[config.mk]
export PLATFORM = sky130hd
export DESIGN_NAME = branch_opcode_codec_unit
export DESIGN_NICKNAME = d
export VERILOG_FILES = /design/src/hdl/bocu_pkg.sv /design/src/hdl/bocu_regs.sv /design/src/hdl/bocu_datapath.sv /design/src/hdl/branch_opcode_codec_unit.sv
export SDC_FILE = /design/constraint.sdc
export NUM_CORES = 1
export LEC_CHECK = 0
export ABC_AREA = 1
export BUFFER_PORTS_ARGS = -buffer_cell sky130_fd_sc_hd__buf_2
export CORE_MARGIN = 2
export CORE_UTILIZATION = 51
export CTS_CLUSTER_SIZE = 40
export DETAILED_ROUTE_END_ITERATION = 8
export GPL_TIMING_DRIVEN = 0
export PLACE_DENSITY = 0.8
export SYNTH_ARGS = -nofsm -noshare
export SYNTH_HDL_FRONTEND = slang
export SYNTH_SLANG_ARGS = --single-unit
[constraint.sdc]
create_clock -name clk -period 5.6 [get_ports clk]
set_input_delay 0.28 -clock clk [delete_from_list [all_inputs] [get_ports clk]]
set_output_delay 0.28 -clock clk [all_outputs]
set_load 0.02 [all_outputs]
[src/hdl/bocu_pkg.sv]
// ----------------------------------------------------------------------------
// bocu_pkg
// shared types, constants and helpers for the branch opcode codec unit
// ----------------------------------------------------------------------------
package bocu_pkg;

    // operation selector carried on the input tuser
    typedef enum logic [2:0] {
        OP_RJMP_DEC  = 3'd0,
        OP_RJMP_ENC  = 3'd1,
        OP_JMP_ENC   = 3'd2,
        OP_JMP_DEC   = 3'd3,
        OP_CLASSIFY  = 3'd4
    } op_t;

    // register indexes on the apb port
    localparam logic REG_FLASH_SIZE_LOG2 = 1'b0;
    localparam logic REG_ADDRESS_MODE    = 1'b1;

    // register widths and reset values
    localparam int unsigned FSL_W = 5;
    localparam int unsigned AM_W  = 2;
    localparam logic [FSL_W-1:0] FSL_RESET = 5'd15;
    localparam logic [AM_W-1:0]  AM_RESET  = 2'd2;

    // field widths
    localparam int unsigned INSTR_W = 32;
    localparam int unsigned DIST_W  = 16;
    localparam int unsigned ADDR_W  = 23;
    localparam int unsigned CODE_W  = 32;
    localparam int unsigned DDIST_W = 13;

    // packed stream widths, padded to whole bytes
    localparam int unsigned IN_DATA_W  = 72;
    localparam int unsigned OUT_DATA_W = 72;
    localparam int unsigned OP_W       = 3;

    // opcode patterns
    localparam logic [15:0] RJMP_MASK   = 16'hf000;
    localparam logic [15:0] RJMP_BASE   = 16'hc000;
    localparam logic [15:0] JMP_BASE    = 16'h940c;
    localparam logic [15:0] CALL_BASE   = 16'h940e;
    localparam logic [15:0] LONGJ_MASK  = 16'hfe0e;
    localparam logic [15:0] LDST_MASK   = 16'hfe0f;
    localparam logic [15:0] STS_BASE    = 16'h9200;
    localparam logic [15:0] LDS_BASE    = 16'h9000;

    // largest relative wrap exponent (8192 bytes)
    localparam logic [FSL_W-1:0] WRAP_LG_MAX = 5'd13;
    localparam logic [FSL_W-1:0] WRAP_LG_MIN = 5'd1;

    // configuration handed from the register file to the datapath
    typedef struct packed {
        logic [FSL_W-1:0] flash_size_log2;
        logic [AM_W-1:0]  address_mode;
    } cfg_t;

    // result fields of one item
    typedef struct packed {
        logic                     is_abs_jump;
        logic                     is_long_op;
        logic                     is_rel_jump;
        logic [ADDR_W-1:0]        decoded_address;
        logic signed [DDIST_W-1:0] decoded_distance;
        logic [CODE_W-1:0]        code_word;
    } result_t;

    // sign-extend from bit lg-1 of a 13 bit value (lg in 1..13)
    function automatic logic [DDIST_W-1:0] wrap13(input logic [DDIST_W-1:0] v,
                                                  input logic [FSL_W-1:0] lg);
        logic [DDIST_W-1:0] r;
        logic               sgn;
        sgn = v[lg[3:0] - 4'd1];
        for (int i = 0; i < DDIST_W; i++)
        begin
            r[i] = (i < int'(lg)) ? v[i] : sgn;
        end
        return r;
    endfunction

endpackage

[src/hdl/bocu_regs.sv]
// ----------------------------------------------------------------------------
// bocu_regs
// apb register file holding the flash size and address layout mode
// ----------------------------------------------------------------------------
module bocu_regs
(
    input  logic               clk,
    input  logic               rst_n,
    input  logic               psel,
    input  logic               penable,
    input  logic               pwrite,
    input  logic [2:0]         paddr,
    input  logic [31:0]        pwdata,
    output logic [31:0]        prdata,
    output logic               pready,
    output bocu_pkg::cfg_t     cfg
);

    logic [bocu_pkg::FSL_W-1:0] fsl_reg;
    logic [bocu_pkg::AM_W-1:0]  am_reg;
    logic                       wr_en;

    assign pready = 1'b1;
    assign wr_en  = psel & penable & pwrite;

    always_ff @(posedge clk or negedge rst_n)
    begin
        if (!rst_n)
        begin
            fsl_reg <= bocu_pkg::FSL_RESET;
            am_reg  <= bocu_pkg::AM_RESET;
        end
        else if (wr_en)
        begin
            unique case (paddr[2])
                bocu_pkg::REG_FLASH_SIZE_LOG2: fsl_reg <= pwdata[bocu_pkg::FSL_W-1:0];
                bocu_pkg::REG_ADDRESS_MODE:    am_reg  <= pwdata[bocu_pkg::AM_W-1:0];
                default: ;
            endcase
        end
    end

    always_comb
    begin
        prdata = '0;
        unique case (paddr[2])
            bocu_pkg::REG_FLASH_SIZE_LOG2: prdata[bocu_pkg::FSL_W-1:0] = fsl_reg;
            bocu_pkg::REG_ADDRESS_MODE:    prdata[bocu_pkg::AM_W-1:0]  = am_reg;
            default: prdata = '0;
        endcase
    end

    assign cfg.flash_size_log2 = fsl_reg;
    assign cfg.address_mode    = am_reg;

endmodule

[src/hdl/bocu_datapath.sv]
// ----------------------------------------------------------------------------
// bocu_datapath
// combinational encode, decode and classify of one branch instruction
// ----------------------------------------------------------------------------
module bocu_datapath
(
    input  bocu_pkg::cfg_t                      cfg,
    input  logic [bocu_pkg::OP_W-1:0]           op,
    input  logic [bocu_pkg::INSTR_W-1:0]        instr,
    input  logic signed [bocu_pkg::DIST_W-1:0]  byte_distance,
    input  logic [bocu_pkg::ADDR_W-1:0]         byte_address,
    output bocu_pkg::result_t                   res
);

    logic [bocu_pkg::FSL_W-1:0]   lg;
    logic                         mode_ge1;
    logic                         mode_ge2;
    logic [15:0]                  w;
    logic [bocu_pkg::DDIST_W-1:0] rel_dec_raw;
    logic [bocu_pkg::DDIST_W-1:0] rel_dec;
    logic [bocu_pkg::DDIST_W-1:0] rel_enc_wrap;
    logic [11:0]                  rel_enc_off;
    logic                         abs_hit;
    logic                         call_hit;

    // wrap exponent clamped to 1..13
    always_comb
    begin
        if (cfg.flash_size_log2 > bocu_pkg::WRAP_LG_MAX)
            lg = bocu_pkg::WRAP_LG_MAX;
        else if (cfg.flash_size_log2 < bocu_pkg::WRAP_LG_MIN)
            lg = bocu_pkg::WRAP_LG_MIN;
        else
            lg = cfg.flash_size_log2;
    end

    // mode three acts as mode two
    assign mode_ge1 = (cfg.address_mode != 2'd0);
    assign mode_ge2 = cfg.address_mode[1];
    assign w        = instr[15:0];

    // rjmp decode: word offset to bytes, plus the pc increment
    assign rel_dec_raw = {w[11:0], 1'b0} + 13'd2;
    assign rel_dec     = bocu_pkg::wrap13(rel_dec_raw, lg);

    // rjmp encode: wrap the distance, back to words, minus the pc increment
    assign rel_enc_wrap = bocu_pkg::wrap13(byte_distance[bocu_pkg::DDIST_W-1:0], lg);
    assign rel_enc_off  = rel_enc_wrap[12:1] - 12'd1;

    assign abs_hit  = mode_ge1 ? ((w & bocu_pkg::LONGJ_MASK) == bocu_pkg::JMP_BASE)
                               : (w == bocu_pkg::JMP_BASE);
    assign call_hit = mode_ge1 ? ((w & bocu_pkg::LONGJ_MASK) == bocu_pkg::CALL_BASE)
                               : (w == bocu_pkg::CALL_BASE);

    always_comb
    begin
        res = '0;
        case (bocu_pkg::op_t'(op))
            bocu_pkg::OP_RJMP_DEC:
            begin
                res.decoded_distance = rel_dec;
            end
            bocu_pkg::OP_RJMP_ENC:
            begin
                res.code_word = {16'h0000, bocu_pkg::RJMP_BASE | {4'h0, rel_enc_off}};
            end
            bocu_pkg::OP_JMP_ENC:
            begin
                res.code_word = {byte_address[16:1], bocu_pkg::JMP_BASE};
                res.code_word[0]   = mode_ge1 & byte_address[17];
                res.code_word[8:4] = mode_ge2 ? byte_address[22:18] : 5'd0;
            end
            bocu_pkg::OP_JMP_DEC:
            begin
                res.decoded_address = {(mode_ge2 ? instr[8:4] : 5'd0),
                                       mode_ge1 & instr[0],
                                       instr[31:16], 1'b0};
            end
            bocu_pkg::OP_CLASSIFY:
            begin
                res.is_rel_jump = ((w & bocu_pkg::RJMP_MASK) == bocu_pkg::RJMP_BASE);
                res.is_abs_jump = abs_hit;
                res.is_long_op  = abs_hit | call_hit
                                | ((w & bocu_pkg::LDST_MASK) == bocu_pkg::STS_BASE)
                                | ((w & bocu_pkg::LDST_MASK) == bocu_pkg::LDS_BASE);
            end
            default: res = '0;
        endcase
    end

endmodule

[src/hdl/branch_opcode_codec_unit.sv]
// ----------------------------------------------------------------------------
// branch_opcode_codec_unit
// stream codec for relative and absolute jump instructions
// ----------------------------------------------------------------------------
// Each input transaction selects one operation on tuser: decode an rjmp word
// into a wrapped byte distance, encode a byte distance as an rjmp word,
// encode a flash byte address as a 32-bit jmp, decode a jmp back to a byte
// address, or classify the low instruction word. Every input transaction
// yields exactly one output transaction; fields the operation does not
// produce, and every field of an unknown operation, are zero. An item passes
// through an input register, one level of decode logic and a result
// register. One item can enter every cycle while m_axis_tready does not hold
// a result back; the input register also takes a new item while a result
// waits on m_axis_tready, but only when it is itself empty. The apb registers
// (flash_size_log2 at 0x0, address_mode at 0x4) should be written only while
// no transaction is in flight.
module branch_opcode_codec_unit
(
    input  logic        clk,
    input  logic        rst_n,

    // input stream
    input  logic        s_axis_tvalid,
    output logic        s_axis_tready,
    // [31:0] instr, [47:32] byte_distance, [70:48] byte_address, [71] zero
    input  logic [71:0] s_axis_tdata,
    // [2:0] op
    input  logic [2:0]  s_axis_tuser,

    // output stream
    output logic        m_axis_tvalid,
    input  logic        m_axis_tready,
    // [31:0] code_word, [44:32] decoded_distance, [67:45] decoded_address,
    // [68] is_rel_jump, [69] is_long_op, [70] is_abs_jump, [71] zero
    output logic [71:0] m_axis_tdata,

    // configuration port
    input  logic        psel,
    input  logic        penable,
    input  logic        pwrite,
    input  logic [2:0]  paddr,
    input  logic [31:0] pwdata,
    output logic [31:0] prdata,
    output logic        pready
);

    bocu_pkg::cfg_t    cfg;
    bocu_pkg::result_t res;

    // input register
    logic                                in_valid_reg;
    logic [bocu_pkg::OP_W-1:0]           op_reg;
    logic [bocu_pkg::INSTR_W-1:0]        instr_reg;
    logic signed [bocu_pkg::DIST_W-1:0]  dist_reg;
    logic [bocu_pkg::ADDR_W-1:0]         addr_reg;

    // result register
    logic                                out_valid_reg;
    bocu_pkg::result_t                   res_reg;

    logic in_take;
    logic out_load;

    // the result register frees up when empty or when its transaction leaves
    assign out_load      = !out_valid_reg || m_axis_tready;
    // the input register frees up when empty or when it moves forward
    assign s_axis_tready = !in_valid_reg || out_load;
    assign in_take       = s_axis_tvalid && s_axis_tready;

    bocu_regs u_regs
    (
        .clk     (clk),
        .rst_n   (rst_n),
        .psel    (psel),
        .penable (penable),
        .pwrite  (pwrite),
        .paddr   (paddr),
        .pwdata  (pwdata),
        .prdata  (prdata),
        .pready  (pready),
        .cfg     (cfg)
    );

    bocu_datapath u_datapath
    (
        .cfg           (cfg),
        .op            (op_reg),
        .instr         (instr_reg),
        .byte_distance (dist_reg),
        .byte_address  (addr_reg),
        .res           (res)
    );

    // valid flags
    always_ff @(posedge clk or negedge rst_n)
    begin
        if (!rst_n)
        begin
            in_valid_reg  <= 1'b0;
            out_valid_reg <= 1'b0;
        end
        else
        begin
            if (s_axis_tready)
                in_valid_reg <= s_axis_tvalid;
            if (out_load)
                out_valid_reg <= in_valid_reg;
        end
    end

    // input payload, loaded on each accepted transaction
    always_ff @(posedge clk)
    begin
        if (in_take)
        begin
            op_reg    <= s_axis_tuser;
            instr_reg <= s_axis_tdata[31:0];
            dist_reg  <= s_axis_tdata[47:32];
            addr_reg  <= s_axis_tdata[70:48];
        end
    end

    // result payload, loaded as the item moves into the result register
    always_ff @(posedge clk)
    begin
        if (out_load && in_valid_reg)
            res_reg <= res;
    end

    assign m_axis_tvalid = out_valid_reg;
    assign m_axis_tdata  = {1'b0, res_reg};

endmodule

==> summary.txt <==
Cells and area
  – Register area: 4410 um^2
  – N_diodes: 0
  – Most frequent cells in the layout: buf_2, edfxtp_1, inv_1
  – Multi-input gate area: 1950 um^2
  – Commonest non-fill, non-tap cell in the layout: buf_2
  – Fill cell count: 1,048
  – Max reg flops: 69
  – Area Growth Syn to Fin: 24.8%
  – Final core occ: 65.2%
  – Nets@finish: 976
  – Layout cells sized above 1: 32.1%

Pwr
  – Worst vdd ir: 0.243 mV
  – Leakage power: 0.00401 uW
  – Pwr per Cell Area: 356 nW/um^2
  – Pwr Total: 3080 uW

Global route
  – Vias in the first global route: 4,651
  – Initial antenna violation count: 0
  – GR Util All Layers: 21.1%
  – Pin count of the biggest net entering global routing: 71
  – First-pass GRT wire length: 23.1 mm
  – Total global routing overflow: 0

Synth
  – Sequential-to-total area share from yosys stat: 63.4%
  – Synth warnings: 0
  – Synthesized cell area: 6940 um^2
  – FFs w/ async S/R, synth: 6.08%
  – Distinct cells, synth: 43
  – Mapped Avg Cell Area: 10.8 um^2
  – Synthesized flop and latch total: 148
  – Post-synthesis cell count: 645
  – Top_reg_cell synth: edfxtp_1
  – Post-synth EDFFs: 139

Drt
  – Routed wire length: 14.8 mm
  – Vias per cell: 4.77
  – Antenna-violating nets left: 0
  – WL/cell: 14.1 um
  – Vias: 4,972
  – DRC Markers: 0
  – Pre-antenna DRT Iters: 6
  – 1st-iter DRT viols: 301

Floorplan
  – IO Pins: 224
  – Starting Density: 52.2%
  – Die width: 121 um
  – Core footprint: 13,300 um^2
  – Row cnt: 42
  – Die height: 121 um
  – Die footprint: 14,600 um^2

Placed design
  – GP Congestion: 0.983
  – Pre-CTS setup slack: 1740 ps
  – HPWL Detailed: 11.1 mm
  – Port Buffer Count: 157

STA
  – Final setup skew: 10.5 ps
  – Actual slew at the worst max-slew pin: 1030 ps
  – Slew HR: 30.8%
  – Post-route setup TNS: 0 ps
  – Hold Vio Cnt, Final: 0
  – Final setup margin: 1670 ps
  – RSZ-0062 raised after global routing: false
  – Setup violations, final: 0
  – Slew Limit Fails: 0
  – Post-layout minimum cycle time: 3930 ps
  – Crit share post-route: 70.2%
  – Fmax achieved: 254 MHz

Critical path
  – Crit-path max cell delay: 410 ps
  – CP max-delay cell: dfrtp_1
  – Startpoint Class: register
  – Worst EP arrival: 4110 ps
  – Crit-path cells: nor2_4 -> nand2_2 -> nand3_4 -> buf_6 -> inv_2 -> ha_1 -> clkinv_1 -> nand3_1 -> nand2_1 -> nand2_1 -> nand2_1 -> buf_4 -> nand3_1 -> o21ai_2 -> inv_2 -> ha_1 -> inv_1 -> nor2_2 -> nand3_1 -> nand3_1 -> nand2_1
  – CP max FO: 10
  – Reg2reg setup slack: 1670 ps
  – Worst Path Required: 5780 ps
  – Crit Path Category: reg2reg
  – Crit. End Element: register

Clocking
  – Clock slew at reported path FFs: 60 ps
  – Post-CTS sizing: 0
  – Clock Latency Late Sink: 430 ps
  – Clk buf depth: 2
  – CTS tree: yes
  – Root buf cell: clkbuf_16
  – H-tree depth: 4
  – Clk sinks: 148
  – Total CTS buffers: 17

Min path
  – Hold WC Path Type: in2reg

Run status
  – Status: finished, final reports clean

Job
  – Max Cap Viol: 0
-- cells by family after synthesis --
family	Yosys count	synth area share (%)
and+or+nand+nor	266	18.5
DFF	148	63.4
adders and majority gates	5	0.901
buffers and inverters	151	10.3
AOI/OAI and AO/OA	63	5.21
xor gates and xnor gates	10	1.64
other	2	0.108
-- cell usage after synthesis, types with 2 or more instances --
cell | instances | area (um^2)
o21ai_1 | 10 | 50.1
conb_1 | 2 | 7.51
a21oi_1 | 16 | 80.1
edfxtp_1 | 139 | 4170
nor4_1 | 5 | 31.3
ha_1 | 5 | 62.6
nand4_1 | 8 | 50.1
clkinv_1 | 3 | 11.3
inv_2 | 8 | 30.0
nand2_8 | 2 | 40.0
o21bai_1 | 6 | 45.0
o31ai_1 | 2 | 15.0
inv_1 | 99 | 372
o21ai_0 | 23 | 115
nor3_1 | 8 | 40.0
dfstp_2 | 5 | 131
nand2_1 | 91 | 342
clkbuf_1 | 4 | 15.0
buf_6 | 2 | 22.5
buf_4 | 33 | 248
xor2_1 | 7 | 61.3
nor2_1 | 77 | 289
nand2_2 | 12 | 75.1
nand2_4 | 3 | 33.8
nor2_4 | 4 | 45.0
nand3_2 | 7 | 70.1
nand3_1 | 42 | 210
dfrtp_1 | 4 | 100
nor2_2 | 3 | 18.8
or2_2 | 2 | 12.5
-- what timing repair did --
item / in CTS / in global routing
buffers inserted: 0 / 0
hold buffers: 1 / 0
hold endpoints to repair: 9 / 0
-- where the power goes --
group | leakage [uW] | switching [uW] | internal (uW)
logic | 0.00231 | 468 | 215
clock network | 0.000242 | 450 | 568
registers | 0.00146 | 42.9 | 1340
total | 0.00401 | 962 | 2120
-- stage by stage --
step           hold WS [ps]  instance area (um^2)  cells
2_1_floorplan         -15.6                  7060    675
3_3_place_gp            136                  8060   1008
3_5_place_dp            149                  8120   1010
4_1_cts                13.7                  8670   1043
5_1_grt                16.3                  8670   1043
6_report               21.8                  8670   1043
-- worst max-delay path: cells and delay by family (launching register included) --
kind / cells / cell delay (ps)
flip-flops: 1 / 410
AO/OA/AOI/OAI: 1 / 70
buffers and inverters: 6 / 950
AND/OR/NAND/NOR: 12 / 1570
adder cells (fa/ha/maj): 2 / 680
-- layout make-up --
cell class              count  area share, %
plain buffers              39           3.29
well taps                 176           2.54
repair buffers            160           9.73
inverters                 112           4.95
multi-input cells         376           22.5
clock inverters            14           1.20
flip-flops and latches    148           50.8
clock buffers              18           4.95
-- per-layer routing --
metal | vias to the layer above | global-route usage, % | share of wire, %
li1 | 2500 | - | -
met1 | 2269 | 26.8 | 41
met2 | 182 | 35.2 | 49
met3 | 21 | 4.72 | 7.3
met4 | 0 | 8.72 | 2.2
met5 | - | 0 | 0
-- worst paths after layout --
check                                              start                       endpoint  cells after the start
max in group asynchronous                          rst_n   u_regs.am_reg[1]$_DFFE_PN1P_                      2
min in group asynchronous                          rst_n      m_axis_tvalid$_DFFE_PN0P_                      2
min                                     s_axis_tdata[22]        instr_reg[22]$_DFFE_PP_                      1
max reg2reg                u_regs.fsl_reg[4]$_DFFE_PN0P_      m_axis_tdata[8]$_DFFE_PP_                     21
min reg2reg                u_regs.fsl_reg[0]$_DFFE_PN1P_  u_regs.fsl_reg[0]$_DFFE_PN1P_                      2
max                        u_regs.fsl_reg[4]$_DFFE_PN0P_      m_axis_tdata[8]$_DFFE_PP_                     21
No activity file was read; power rests on OpenSTA's default activity.
